<file path="src/hsi2c_pkg.sv">
// ----------------------------------------------------------------------------
// hsi2c_pkg
// Shared types and constants of the humidity sensor bus reader.
// ----------------------------------------------------------------------------
`timescale 1ns / 1ps

package hsi2c_pkg;

   // Register reset values
   localparam logic [7:0]  HALF_PERIOD_RST = 8'd5;
   localparam logic [23:0] CONV_WAIT_RST   = 24'd80000;
   localparam logic [6:0]  DEV_ADDR_RST    = 7'd56;

   localparam int WAIT_BITS_DEF = 24;
   localparam int CONV_WAIT_W   = 24;
   localparam int CSR_DATA_W    = 24;

   // Register indexes
   localparam logic [1:0] CSR_HALF_PERIOD = 2'd0;
   localparam logic [1:0] CSR_CONV_WAIT   = 2'd1;
   localparam logic [1:0] CSR_DEV_ADDR    = 2'd2;

   // Command codes
   localparam logic [1:0] FUNC_TICK    = 2'd0;
   localparam logic [1:0] FUNC_INIT    = 2'd1;
   localparam logic [1:0] FUNC_MEASURE = 2'd2;

   // Sensor read-out
   localparam int RX_BYTES  = 6;
   localparam int RAW_W     = 20;
   localparam int FRAC_BITS = 20;
   localparam logic [13:0] HUM_SCALE   = 14'd10000;
   localparam logic [14:0] TEMP_SCALE  = 15'd20000;
   localparam logic [14:0] TEMP_OFFSET = 15'd5000;

   typedef enum logic [3:0] {
      PH_IDLE,
      PH_ST_A,
      PH_ST_B,
      PH_WB_D,
      PH_WB_C,
      PH_WA_D,
      PH_WA_C,
      PH_RB_C,
      PH_RB_L,
      PH_RA_C,
      PH_SP_A,
      PH_SP_B,
      PH_SP_C,
      PH_WAIT
   } phase_type;

   typedef struct packed {
      logic [7:0]             half_period;
      logic [CONV_WAIT_W-1:0] conv_wait;
      logic [6:0]             dev_addr;
   } cfg_type;

   typedef struct packed {
      logic             scl_level;
      logic             sda_release;
      logic             busy;
      logic             done;
      logic             measure_ok;
      logic [RAW_W-1:0] humidity_raw;
      logic [RAW_W-1:0] temperature_raw;
   } step_res_type;

endpackage

</file>
<file path="src/humidity_sensor_i2c_reader_top.sv">
// ----------------------------------------------------------------------------
// humidity_sensor_i2c_reader_top
// Each request transfer is one tick of a two-wire bus sequencer that talks to
// a humidity/temperature sensor. A tick carries the sampled SDA level and,
// while the block is idle, an optional command: init sends start, the write
// address, E1 08 00 and stop; measure sends start, the write address,
// AC 33 00 and stop, waits conversion_wait_ticks ticks, then reads six bytes
// (ACK on the first five, NACK on the last) and sends stop. Each bus phase
// holds for half_period_ticks ticks. Every request transfer yields exactly
// one response transfer with the SCL/SDA levels for that tick, busy and done
// flags, the last good raw readings and their values in hundredths. Rate:
// one tick per clock cycle while the response channel is not stalled; a
// request's result is captured in the stage-1 register, then passes the
// scaling multipliers into the output register. The user must write the
// registers through the csr port only while idle; the block does not enforce it.
// ----------------------------------------------------------------------------
`timescale 1ns / 1ps

module humidity_sensor_i2c_reader_top
   import hsi2c_pkg::*;
#(
   parameter int WAIT_BITS = WAIT_BITS_DEF
) (
   input  logic                  clock,
   input  logic                  reset,
   // request channel
   input  logic                  req_valid,
   output logic                  req_ready,
   input  logic [1:0]            req_func,
   input  logic                  req_sda_in,
   // response channel
   output logic                  rsp_valid,
   input  logic                  rsp_ready,
   output logic                  rsp_scl_level,
   output logic                  rsp_sda_release,
   output logic                  rsp_busy_res,
   output logic                  rsp_done_res,
   output logic                  rsp_measure_ok,
   output logic [RAW_W-1:0]      rsp_humidity_raw,
   output logic [RAW_W-1:0]      rsp_temperature_raw,
   output logic [13:0]           rsp_humidity_centi,
   output logic signed [14:0]    rsp_temperature_centi,
   // register write port
   input  logic                  csr_write_en,
   input  logic [1:0]            csr_index,
   input  logic [CSR_DATA_W-1:0] csr_wdata
);

   cfg_type      cfg_ff, cfg_in;
   step_res_type step_res;
   step_res_type s1_res_ff;
   logic         s1_valid_ff, s1_valid_in;
   logic         rsp_valid_ff, rsp_valid_in;
   logic         s1_adv, s2_adv, req_xfer;
   logic [13:0]        hum_centi;
   logic signed [14:0] temp_centi;
   step_res_type       rsp_res_ff;
   logic [13:0]        rsp_hum_centi_ff;
   logic signed [14:0] rsp_temp_centi_ff;

   // ---------------------------------------------------------------------
   // Registers: new values apply when the sequencer enters its next phase
   // ---------------------------------------------------------------------
   always_comb begin
      cfg_in = cfg_ff;
      if (csr_write_en) begin
         unique case (csr_index)
            CSR_HALF_PERIOD: cfg_in.half_period = csr_wdata[7:0];
            CSR_CONV_WAIT:   cfg_in.conv_wait   = csr_wdata[CONV_WAIT_W-1:0];
            CSR_DEV_ADDR:    cfg_in.dev_addr    = csr_wdata[6:0];
            default:         cfg_in = cfg_ff;
         endcase
      end
   end

   always_ff @(posedge clock) begin
      if (reset) begin
         cfg_ff.half_period <= HALF_PERIOD_RST;
         cfg_ff.conv_wait   <= CONV_WAIT_RST;
         cfg_ff.dev_addr    <= DEV_ADDR_RST;
      end else begin
         cfg_ff <= cfg_in;
      end
   end

   // ---------------------------------------------------------------------
   // Two-stage pipeline; each stage advances when it is empty or the stage
   // after it advances, so a held response never blocks an incoming tick
   // while the first stage has room.
   // ---------------------------------------------------------------------
   assign s2_adv    = !rsp_valid_ff || rsp_ready;
   assign s1_adv    = !s1_valid_ff || s2_adv;
   assign req_ready = s1_adv;
   assign req_xfer  = req_valid && req_ready;

   // Sequencer state advances only on a request transfer
   hsi2c_seq #(
      .WAIT_BITS (WAIT_BITS)
   ) u_seq (
      .clock   (clock),
      .reset   (reset),
      .step_en (req_xfer),
      .func    (req_func),
      .sda_in  (req_sda_in),
      .cfg     (cfg_ff),
      .res     (step_res)
   );

   assign s1_valid_in  = s1_adv ? req_xfer : s1_valid_ff;
   assign rsp_valid_in = s2_adv ? s1_valid_ff : rsp_valid_ff;

   always_ff @(posedge clock) begin
      if (reset) begin
         s1_valid_ff  <= 1'b0;
         rsp_valid_ff <= 1'b0;
      end else begin
         s1_valid_ff  <= s1_valid_in;
         rsp_valid_ff <= rsp_valid_in;
      end
   end

   // Stage 1: capture the tick's levels and the updated readings
   always_ff @(posedge clock) begin
      if (s1_adv) begin
         s1_res_ff <= step_res;
      end
   end

   // Stage 2: scale the captured readings into the output register
   hsi2c_conv u_conv (
      .humidity_raw      (s1_res_ff.humidity_raw),
      .temperature_raw   (s1_res_ff.temperature_raw),
      .humidity_centi    (hum_centi),
      .temperature_centi (temp_centi)
   );

   always_ff @(posedge clock) begin
      if (s2_adv) begin
         rsp_res_ff        <= s1_res_ff;
         rsp_hum_centi_ff  <= hum_centi;
         rsp_temp_centi_ff <= temp_centi;
      end
   end

   assign rsp_valid             = rsp_valid_ff;
   assign rsp_scl_level         = rsp_res_ff.scl_level;
   assign rsp_sda_release       = rsp_res_ff.sda_release;
   assign rsp_busy_res          = rsp_res_ff.busy;
   assign rsp_done_res          = rsp_res_ff.done;
   assign rsp_measure_ok        = rsp_res_ff.measure_ok;
   assign rsp_humidity_raw      = rsp_res_ff.humidity_raw;
   assign rsp_temperature_raw   = rsp_res_ff.temperature_raw;
   assign rsp_humidity_centi    = rsp_hum_centi_ff;
   assign rsp_temperature_centi = rsp_temp_centi_ff;

endmodule

</file>
<file path="src/hsi2c_seq.sv">
// ----------------------------------------------------------------------------
// hsi2c_seq
// Tick-level bus sequencer: phase, counters, shift byte, received bytes and
// stored readings; advances one tick per enabled cycle.
// ----------------------------------------------------------------------------
`timescale 1ns / 1ps

module hsi2c_seq
   import hsi2c_pkg::*;
#(
   parameter int WAIT_BITS = WAIT_BITS_DEF
) (
   input  logic         clock,
   input  logic         reset,
   input  logic         step_en,
   input  logic [1:0]   func,
   input  logic         sda_in,
   input  cfg_type      cfg,
   output step_res_type res
);

   localparam int CNT_W  = (WAIT_BITS < CONV_WAIT_W) ? WAIT_BITS : CONV_WAIT_W;
   localparam int RX_IDX = $clog2(RX_BYTES);
   localparam logic [2:0] LAST_RX = 3'(RX_BYTES - 1);

   phase_type        phase_ff, phase_in;
   logic             kind_ff, kind_in;
   logic             reading_ff, reading_in;
   logic [2:0]       bit_ff, bit_in;
   logic [2:0]       byte_ff, byte_in;
   logic [CNT_W-1:0] wc_ff, wc_in;
   logic [7:0]       shift_ff, shift_in;
   logic [RAW_W-1:0] hum_ff, hum_in;
   logic [RAW_W-1:0] temp_ff, temp_in;
   logic             ok_ff, ok_in;
   logic [7:0]       rx_ff [RX_BYTES];
   logic             rx_we;
   logic [RX_IDX-1:0] rx_idx;

   logic [CNT_W-1:0] half_cnt;
   logic [CNT_W-1:0] wait_cnt;
   logic [CNT_W-1:0] wait_len;
   logic             scl_o, sda_o, busy_o, done_o;

   function automatic logic [7:0] wr_byte(logic [2:0] idx, logic rd, logic kind,
                                          logic [6:0] addr);
      logic [7:0] b;
      b = 8'h00;
      case (idx)
         3'd0:    b = {addr, rd};
         3'd1:    b = kind ? 8'hAC : 8'hE1;
         3'd2:    b = kind ? 8'h33 : 8'h08;
         default: b = 8'h00;
      endcase
      return b;
   endfunction

   // Zero-length phases last one tick
   assign half_cnt = (cfg.half_period == 8'd0) ? '0 : CNT_W'(cfg.half_period - 8'd1);
   assign wait_len = cfg.conv_wait[CNT_W-1:0];
   assign wait_cnt = (wait_len == '0) ? '0 : wait_len - CNT_W'(1);

   always_comb begin
      phase_in   = phase_ff;
      kind_in    = kind_ff;
      reading_in = reading_ff;
      bit_in     = bit_ff;
      byte_in    = byte_ff;
      wc_in      = wc_ff;
      shift_in   = shift_ff;
      hum_in     = hum_ff;
      temp_in    = temp_ff;
      ok_in      = ok_ff;
      rx_we      = 1'b0;
      rx_idx     = '0;
      scl_o      = 1'b1;
      sda_o      = 1'b1;
      busy_o     = 1'b0;
      done_o     = 1'b0;

      if (phase_ff == PH_IDLE && (func == FUNC_INIT || func == FUNC_MEASURE)) begin
         kind_in    = (func == FUNC_MEASURE);
         reading_in = 1'b0;
         phase_in   = PH_ST_A;
         wc_in      = half_cnt;
      end

      if (phase_in != PH_IDLE) begin
         busy_o = 1'b1;
         case (phase_in)
            PH_ST_B: begin scl_o = 1'b1; sda_o = 1'b0; end
            PH_WB_D: begin scl_o = 1'b0; sda_o = shift_in[7]; end
            PH_WB_C: begin scl_o = 1'b1; sda_o = shift_in[7]; end
            PH_WA_D: begin scl_o = 1'b0; sda_o = 1'b1; end
            PH_RB_L: begin scl_o = 1'b0; sda_o = 1'b1; end
            PH_RA_C: begin scl_o = 1'b1; sda_o = (byte_in < 3'd5) ? 1'b0 : 1'b1; end
            PH_SP_A: begin scl_o = 1'b0; sda_o = 1'b0; end
            PH_SP_B: begin scl_o = 1'b1; sda_o = 1'b0; end
            default: begin scl_o = 1'b1; sda_o = 1'b1; end
         endcase

         if (wc_in != '0) begin
            wc_in = wc_in - CNT_W'(1);
         end else begin
            wc_in = half_cnt;
            unique case (phase_in)
               PH_ST_A: phase_in = PH_ST_B;
               PH_ST_B: begin
                  byte_in  = 3'd0;
                  bit_in   = 3'd0;
                  shift_in = wr_byte(3'd0, reading_in, kind_in, cfg.dev_addr);
                  phase_in = PH_WB_D;
               end
               PH_WB_D: phase_in = PH_WB_C;
               PH_WB_C: begin
                  if (bit_in == 3'd7) begin
                     phase_in = PH_WA_D;
                  end else begin
                     bit_in   = bit_in + 3'd1;
                     shift_in = {shift_in[6:0], 1'b0};
                     phase_in = PH_WB_D;
                  end
               end
               PH_WA_D: phase_in = PH_WA_C;
               PH_WA_C: begin
                  bit_in = 3'd0;
                  if (reading_in) begin
                     byte_in  = 3'd0;
                     shift_in = 8'h00;
                     phase_in = PH_RB_C;
                  end else if (byte_in >= 3'd3) begin
                     phase_in = PH_SP_A;
                  end else begin
                     byte_in  = byte_in + 3'd1;
                     shift_in = wr_byte(byte_in, reading_in, kind_in, cfg.dev_addr);
                     phase_in = PH_WB_D;
                  end
               end
               PH_RB_C: begin
                  shift_in = {shift_in[6:0], sda_in};
                  phase_in = PH_RB_L;
               end
               PH_RB_L: begin
                  if (bit_in == 3'd7) begin
                     rx_we    = 1'b1;
                     rx_idx   = RX_IDX'((byte_in < 3'(RX_BYTES)) ? byte_in : LAST_RX);
                     phase_in = PH_RA_C;
                  end else begin
                     bit_in   = bit_in + 3'd1;
                     phase_in = PH_RB_C;
                  end
               end
               PH_RA_C: begin
                  if (byte_in >= 3'd5) begin
                     phase_in = PH_SP_A;
                  end else begin
                     byte_in  = byte_in + 3'd1;
                     bit_in   = 3'd0;
                     shift_in = 8'h00;
                     phase_in = PH_RB_C;
                  end
               end
               PH_SP_A: phase_in = PH_SP_B;
               PH_SP_B: phase_in = PH_SP_C;
               PH_SP_C: begin
                  if (kind_in && !reading_in) begin
                     reading_in = 1'b1;
                     phase_in   = PH_WAIT;
                     wc_in      = wait_cnt;
                  end else begin
                     if (reading_in) begin
                        if (rx_ff[0][7]) begin
                           ok_in = 1'b0;
                        end else begin
                           hum_in  = {rx_ff[1], rx_ff[2], rx_ff[3][7:4]};
                           temp_in = {rx_ff[3][3:0], rx_ff[4], rx_ff[5]};
                           ok_in   = 1'b1;
                        end
                     end
                     reading_in = 1'b0;
                     phase_in   = PH_IDLE;
                     wc_in      = '0;
                     done_o     = 1'b1;
                  end
               end
               PH_WAIT: phase_in = PH_ST_A;
               default: begin
                  phase_in   = PH_IDLE;
                  wc_in      = '0;
                  reading_in = 1'b0;
               end
            endcase
         end
      end
   end

   always_ff @(posedge clock) begin
      if (reset) begin
         phase_ff   <= PH_IDLE;
         kind_ff    <= 1'b0;
         reading_ff <= 1'b0;
         bit_ff     <= '0;
         byte_ff    <= '0;
         wc_ff      <= '0;
         shift_ff   <= '0;
         hum_ff     <= '0;
         temp_ff    <= '0;
         ok_ff      <= 1'b0;
      end else if (step_en) begin
         phase_ff   <= phase_in;
         kind_ff    <= kind_in;
         reading_ff <= reading_in;
         bit_ff     <= bit_in;
         byte_ff    <= byte_in;
         wc_ff      <= wc_in;
         shift_ff   <= shift_in;
         hum_ff     <= hum_in;
         temp_ff    <= temp_in;
         ok_ff      <= ok_in;
      end
   end

   // Received bytes hold no reset
   always_ff @(posedge clock) begin
      if (step_en && rx_we) begin
         rx_ff[rx_idx] <= shift_in;
      end
   end

   assign res.scl_level       = scl_o;
   assign res.sda_release     = sda_o;
   assign res.busy            = busy_o;
   assign res.done            = done_o;
   assign res.measure_ok      = ok_in;
   assign res.humidity_raw    = hum_in;
   assign res.temperature_raw = temp_in;

endmodule

</file>
<file path="src/hsi2c_conv.sv">
// ----------------------------------------------------------------------------
// hsi2c_conv
// Fixed-point scaling of raw readings to hundredths of percent and degrees.
// ----------------------------------------------------------------------------
`timescale 1ns / 1ps

module hsi2c_conv
   import hsi2c_pkg::*;
(
   input  logic [RAW_W-1:0]   humidity_raw,
   input  logic [RAW_W-1:0]   temperature_raw,
   output logic [13:0]        humidity_centi,
   output logic signed [14:0] temperature_centi
);

   localparam int HP_W = RAW_W + 14;
   localparam int TP_W = RAW_W + 15;

   logic [HP_W-1:0] hum_prod;
   logic [TP_W-1:0] temp_prod;
   logic [14:0]     temp_scaled;

   // Multiply, truncate the fraction, then drop the temperature offset
   assign hum_prod          = HP_W'(humidity_raw) * HP_W'(HUM_SCALE);
   assign temp_prod         = TP_W'(temperature_raw) * TP_W'(TEMP_SCALE);
   assign humidity_centi    = hum_prod[HP_W-1:FRAC_BITS];
   assign temp_scaled       = temp_prod[TP_W-1:FRAC_BITS];
   assign temperature_centi = $signed(temp_scaled - TEMP_OFFSET);

endmodule

</file>
<file path="config.mk">
export PLATFORM = sky130hd
export DESIGN_NAME = humidity_sensor_i2c_reader_top
export DESIGN_NICKNAME = d
export VERILOG_FILES = /design/src/hsi2c_pkg.sv /design/src/humidity_sensor_i2c_reader_top.sv /design/src/hsi2c_seq.sv /design/src/hsi2c_conv.sv
export SDC_FILE = /design/constraint.sdc
export NUM_CORES = 1
export LEC_CHECK = 0
export ABC_CLOCK_PERIOD_IN_PS = 6900
export CORE_ASPECT_RATIO = 0.7
export CORE_MARGIN = 5
export CORE_UTILIZATION = 50
export DETAILED_ROUTE_END_ITERATION = 10
export DONT_BUFFER_PORTS = 1
export PLACE_DENSITY = 0.62
export SYNTH_ARGS = -nofsm -noshare
export SYNTH_HDL_FRONTEND = slang
export SYNTH_SLANG_ARGS = --single-unit
</file>
<file path="constraint.sdc">
create_clock -name clock -period 6.9 [get_ports clock]
set_clock_uncertainty 0.05 [all_clocks]
set_input_delay 1.725 -clock clock [delete_from_list [all_inputs] [get_ports clock]]
set_output_delay 1.725 -clock clock [all_outputs]
set_load 0.02 [all_outputs]
</file>
Word-level counts from Yosys, hierarchy flattened
Memories as Yosys holds them, arrays and structs flattened.
Cells that the tools add are included.
{"block": "totals", "reg_bits": 245, "latch_bits": 0, "mem_bits_rw": 48, "rom_bits": 0, "in_bits": 34, "output_inout_bits": 76, "word_cells": 175, "n_memories": 1}
{"name": "u_seq.rx_ff", "words": 6, "word_bits": 8, "rd": 6, "rd_clocked_by_memory_dff": 0, "write_ports": 1, "line_no": "hsi2c_seq.sv:36", "rtl": "logic [7:0] rx_ff [RX_BYTES];"}
{"block": "classes", "n_addsub": 6, "n_mul": 2, "div": 0, "n_lt_le_gt_ge": 4, "eq_ne": 23, "shift": 0, "muxes": 74, "n_bitwise": 3, "n_reduce_logical": 31}
{"cell": "$mux W20", "n": 12}
{"cell": "$mux W24", "n": 6}
{"cell": "$mul A20 B10 Y30 const B", "n": 2}
{"cell": "$pmux W4 S13", "n": 1}
{"cell": "$mux W8", "n": 6}
{"cell": "$pmux W24 S2", "n": 1}
{"cell": "$sub A24 B1 Y24 const B", "n": 2}
{"cell": "$pmux W8 S5", "n": 1}
{"cell": "$mux W3", "n": 11}
{"cell": "$mux W4", "n": 8}
{"cell": "$eq A4 B4 Y1 const B", "n": 6}
{"cell": "$logic_not A24 Y1", "n": 1}
{"cell": "$pmux W8 S3", "n": 1}
{"cell": "$reduce_bool A24 Y1", "n": 1}
{"cell": "$mux W1", "n": 21}
{"cell": "$pmux W3 S3", "n": 2}
{"cell": "$eq A4 B3 Y1 const B", "n": 4}
{"cell": "$sub A15 B13 Y15 const B", "n": 1}
{"cell": "$reduce_and A6 Y1", "n": 2}
{"cell": "$reduce_or A12 Y1", "n": 1}
{"cell": "$sub A8 B1 Y9 const B", "n": 1}
{"cell": "$eq A4 B2 Y1 const B", "n": 2}
{"cell": "$logic_not A8 Y1", "n": 1}
{"cell": "$mux W7", "n": 1}
{"cell": "28 further kinds", "n": 48}

Depth between registers and ports, before layout
{"block": "logic_depth", "ltp_word": 11, "depth_mapped": 25, "mapped_depth_nobuf": 25}

Cells and area by module
Synthesis repeated with hierarchy kept, for this count alone.
{"block": "unflattened", "hier_cells": 1987, "area_unflattened_um2": 19645.1}
{"module": "hsi2c_seq", "instances": 1, "cells_each": 935, "area_per_inst_um2": 7835.0, "seq_area_each_um2": 2932.8}
{"module": "hsi2c_conv", "instances": 1, "cells_each": 759, "area_per_inst_um2": 6492.5, "seq_area_each_um2": 0.0}
{"module": "humidity_sensor_i2c_reader_top", "instances": 1, "cells_each": 293, "area_per_inst_um2": 5317.6, "seq_area_each_um2": 4394.2}

Worst setup path before layout
Ideal clock, no wire load.
{"block": "synth_timing", "kind": "in2reg", "from": "input req_func[0]", "to": "memory u_seq.rx_ff[4][0], enable pin", "setup_ns": 0.395, "arrival_ns": 5.177, "t_required_ns": 6.455, "slack_ns": 1.278, "stages": 15, "path_buffers": 3, "cell_sequence": "inv_1 -> ha_1 -> nand2b_1 -> clkbuf_1 -> clkbuf_1 -> clkbuf_1 -> nor3_1 -> a21oi_1 -> ha_1 -> and3_2 -> o211a_4 -> nand2_1 -> nor2_2 -> nand4_1 -> nor4_1"}
{"block": "synth_via", "elab_chain_cells": 11, "elab_cells_between_ends": 18, "classes_between": "eq/ne: 3; mux: 10; reduce/logical: 5"}
{"item": "from (decl)", "line_no": "humidity_sensor_i2c_reader_top.sv:29", "rtl": "input logic [1:0] req_func,"}
{"item": "$eq A2 B1 Y1 / $eq A2 B2 Y1 (equally long branches)", "line_no": "hsi2c_seq.sv:81", "rtl": "if (phase_ff == PH_IDLE && (func == FUNC_INIT || func == FUNC_MEASURE)) begin"}
{"item": "$logic_or A1 B1 Y1 *", "line_no": "hsi2c_seq.sv:81"}
{"item": "$logic_and A1 B1 Y1 *", "line_no": "hsi2c_seq.sv:81"}
{"item": "$mux W4", "line_no": "hsi2c_seq.sv:81"}
{"item": "$eq A4 B4 Y1", "line_no": "hsi2c_seq.sv:106", "rtl": "unique case (phase_in)"}
{"item": "$mux W1", "line_no": "hsi2c_seq.sv:106"}
{"item": "$mux W1", "line_no": "hsi2c_seq.sv:102", "rtl": "if (wc_in != '0) begin"}
{"item": "$mux W1", "line_no": "hsi2c_seq.sv:88", "rtl": "if (phase_in != PH_IDLE) begin"}
{"item": "$logic_and A1 B1 Y1", "line_no": "hsi2c_seq.sv:225", "rtl": "if (step_en && rx_we) begin"}
{"item": "$mux W1", "line_no": "hsi2c_seq.sv:225"}
{"item": "$mux W1 (not written as such)", "line_no": "hsi2c_seq.sv:226", "rtl": "rx_ff[rx_idx] <= shift_in;"}
{"item": "to (decl)", "line_no": "hsi2c_seq.sv:36"}
Every way passes the cells marked *; elsewhere a longest branch is shown, timed or not.

Final worst setup path
{"block": "layout_timing", "from": "register s1_res_ff[7] (netlist name)", "to": "register rsp_temp_centi_ff[14] (netlist: rsp_temperature_centi[14]) (data pin)"}
{"block": "layout_via", "elab_chain_cells": 2}
{"item": "from (decl)", "line_no": "humidity_sensor_i2c_reader_top.sv:51", "rtl": "step_res_type s1_res_ff;"}
{"item": "from (signal assigned)", "line_no": "humidity_sensor_i2c_reader_top.sv:125", "rtl": "s1_res_ff <= step_res;"}
{"item": "$mul A20 B10 Y30", "line_no": "hsi2c_conv.sv:25", "rtl": "assign temp_prod = TP_W'(temperature_raw) * TP_W'(TEMP_SCALE);"}
{"item": "$sub A15 B13 Y15", "line_no": "hsi2c_conv.sv:28", "rtl": "assign temperature_centi = $signed(temp_scaled - TEMP_OFFSET);"}
{"item": "named net temp_centi[14]", "line_no": "humidity_sensor_i2c_reader_top.sv:56", "rtl": "logic signed [14:0] temp_centi;"}
{"item": "to (signal assigned)", "line_no": "humidity_sensor_i2c_reader_top.sv:141", "rtl": "rsp_temp_centi_ff <= temp_centi;"}
{"item": "to (decl)", "line_no": "humidity_sensor_i2c_reader_top.sv:59", "rtl": "logic signed [14:0] rsp_temp_centi_ff;"}
The timed path passes the listed nets, and every way through them passes these cells.
A chain may end at the register's enable or synchronous reset.

==> qor.csv <==
metric;value;unit
FF-to-FF path depth;19;
Hold Path Class;reg2reg;
register area share after synthesis;0.400;
row cnt;58;
Required @ worst endpoint;7170;ps
commonest non-fill, non-tap cell in the layout;inv_1;
synthesized flop and latch total;286;
number of flops mapped to enable cells by yosys;160;
Reg2Reg Launch Point;s1_res_ff[7]$_DFFE_PN_;
largest net degree at the start of global routing;127;
Max Slew Vio Count;0;
die height;170;um
first-pass GRT wire length;68100;um
Mapped Avg Cell Area;10.1;um2
CTS Hold Bufs;0;
status;completed;
post-CTS sizing;0;
r2r setup slk;910;ps
Placed Cells;2252;
count of cell types in the netlist;84;
layout cells sized above 1;0.0711;
setup_tns;0;ps
WL final;41500;um
fillcell total;3156;
largest fanout on the critical path;7;
Antenna Nets Post-Route;0;
r2r endpoint;rsp_temperature_centi[14]$_DFFE_PP_;
CP Cell Sequence;inv_1, fa_1, inv_1, ha_1, fa_1, ha_1, inv_1, fa_1, inv_1, ha_1, and4_1, a21oi_1, or2_2, a31oi_1, or4_1, a32oi_1, mux2i_1, nand3b_1, xor2_1;
Top cell by count, worst path;inv_1;
ys async rst share;0;
min Tclk post-route;5990;ps
Max VDD drop;0.178;mV
Mapped Cells;1821;
clk root buf;clkbuf_16;
Final GP Congestion;0.869;
TritonCTS buffer count;30;
initial antenna violation count;0;
HPWL Detailed;30100;um
Diodes inserted;0;
commonest non-fill, non-tap cells in the layout;inv_1, nand2_1, ha_1;
CTS Sinks;286;
final core utilization;0.549;
Power Density;203;mW/mm2
TritonCTS clock tree;done;
I/O pin count;110;
1st-pass router iterations;6;
Initial Util;0.508;
Cells on Worst Hold Path;0;
Reg area;0.00733;mm2
Iter 0 DRT Violations;1077;
die area;0.0406;mm2
synthesized area;0.0183;mm2
Startpoint Class;flip-flop;
maximum clock frequency;0.167;GHz
Crit path arrival time;6270;ps
Finished Layout Cells;2308;
Slowest Stage Delay on Critical Path;580;ps
nets;2104;
grt ovf;0;
Hold EP;rsp_done_res$_DFFE_PP_;
htree depth;1;
period utilization;0.869;
Top FF cell, synth;edfxtp_1;
vias in the first global route;12700;
chip width;239;um
total power;0.00402;W
core box area;0.0361;mm2
Slowest cell on crit path;fa_1;
PortBufs;0;
RSZ-0062 raised after global routing;no;
Residual DRC;0;
Worst Setup End Kind;flip-flop;
Layout area overhead;7.96;%
worst setup path category;reg2reg;
Lkg Pwr;8.80;nW
Hold Slack;365;ps
routed vias;13000;
worst-margin pin slew;1140;ps
number of synthesis warnings;0;
final setup fails;0;
Rel. slew slack;0.230;
# Post-CTS Setup Buffers;0;
post-synth net total;2121;
drt via density;5.65;
GRT Total Usage;0.203;
clk_lat worst skew;570;ps
Max Cap Viol;0;
Longest Clk Path Bufs;3;
Final Hold Fails;0;
multi-input logic area;0.00991;mm2
hold_sp;s1_res_ff[41]$_SDFFCE_PP0N_;
routed length per placed instance;18.0;um
clock slew seen by the registers of the worst setup and hold paths;60;ps
## cells by family after synthesis
kind of cell    after synthesis  share of synthesized area
compound gates              373                      0.131
xor+xnor                     55                     0.0263
fa+ha+maj                   266                      0.219
buf+inv                     283                     0.0604
flops                       286                      0.400
mux                          53                     0.0317
simple gates                505                      0.132
## power by group
group	leakage [nW]	internal [W]	switching, W
registers	2.68	0.00185	0.0000868
clock network	0.477	0.000915	0.000706
logic	5.64	0.000172	0.000289
## critical path, delay by kind of cell, from the launching register on
kind / cells / cell delay [ps]
AND/OR/NAND/NOR: 4 / 1070
buffers and inverters: 4 / 300
XOR/XNOR: 1 / 140
AO/OA/AOI/OAI: 3 / 1030
adder cells (fa/ha/maj): 6 / 2440
flip-flops: 1 / 470
multiplexers: 1 / 240
## cells in the mapped netlist, types with 22 or more instances
| cell type | number | share of area |
|---|---|---|
| nand2_1 | 200 | 0.041 |
| nor2_1 | 107 | 0.022 |
| edfxtp_1 | 160 | 0.26 |
| mux2_2 | 37 | 0.023 |
| inv_1 | 213 | 0.044 |
| fa_1 | 92 | 0.10 |
| xor2_1 | 24 | 0.011 |
| o21ai_0 | 56 | 0.015 |
| ha_1 | 174 | 0.12 |
| xnor2_1 | 31 | 0.015 |
| dfxtp_1 | 126 | 0.14 |
| clkbuf_1 | 53 | 0.011 |
| nand3_1 | 22 | 0.0060 |
| a21oi_1 | 141 | 0.039 |
| nor3_1 | 45 | 0.012 |
## flip-flops by register name, indices dropped and copies added, names as in the netlist, 3 cells and up
name / flops
s1_res_ff: 45
u_seq.rx_ff: 41
cfg_ff: 39
u_seq.wc_ff: 24
rsp_humidity_raw: 20
rsp_temperature_raw: 20
u_seq.hum_ff: 20
u_seq.temp_ff: 20
rsp_temperature_centi: 15
rsp_humidity_centi: 14
u_seq.shift_ff: 8
u_seq.phase_ff: 4
u_seq.bit_ff: 3
u_seq.byte_ff: 3
## through the flow
stage | area [um2] | worst slack [ps]
floorplan | 18300 | 1280
global placement | 18800 | 1030
detailed placement | 18800 | 911
CTS | 19800 | 903
global route | 19800 | 446
finish | 19800 | 907
## area by class of cell
class / instances / share of cell area
repair buffers: 21 / 0.00797
multi-input cells: 1252 / 0.501
flip-flops and latches: 286 / 0.370
clock buffers: 37 / 0.0409
inverters: 213 / 0.0405
well taps: 480 / 0.0304
clock inverters: 19 / 0.00892
## routing by layer
layer  track usage  share of wire  vias up
met5             0              0        -
met4        0.0344          0.015        0
met3        0.0390          0.057       44
met2         0.297           0.42      310
met1         0.318           0.51     6334
li1              -              -     6359
## worst max-delay path by stage
| stage | from | to | slack [ps] | cells after the start |
|---|---|---|---|---|
| global placement | s1_res_ff[12]$_DFFE_PN_ | rsp_temperature_centi[14]$_DFFE_PP_ | 1030 | 20 |
| global route | s1_res_ff[12]$_DFFE_PN_ | rsp_temperature_centi[14]$_DFFE_PP_ | 450 | 20 |
| CTS | s1_res_ff[11]$_DFFE_PN_ | rsp_temperature_centi[14]$_DFFE_PP_ | 900 | 20 |
| finish | s1_res_ff[7]$_DFFE_PN_ | rsp_temperature_centi[14]$_DFFE_PP_ | 910 | 19 |
| floorplan | req_func[0] | u_seq.rx_ff[4][0]$_DFFE_PP_ | 1280 | 15 |
| detailed placement | s1_res_ff[11]$_DFFE_PN_ | rsp_temperature_centi[14]$_DFFE_PP_ | 910 | 20 |
Power figures use the tool's default switching activity.
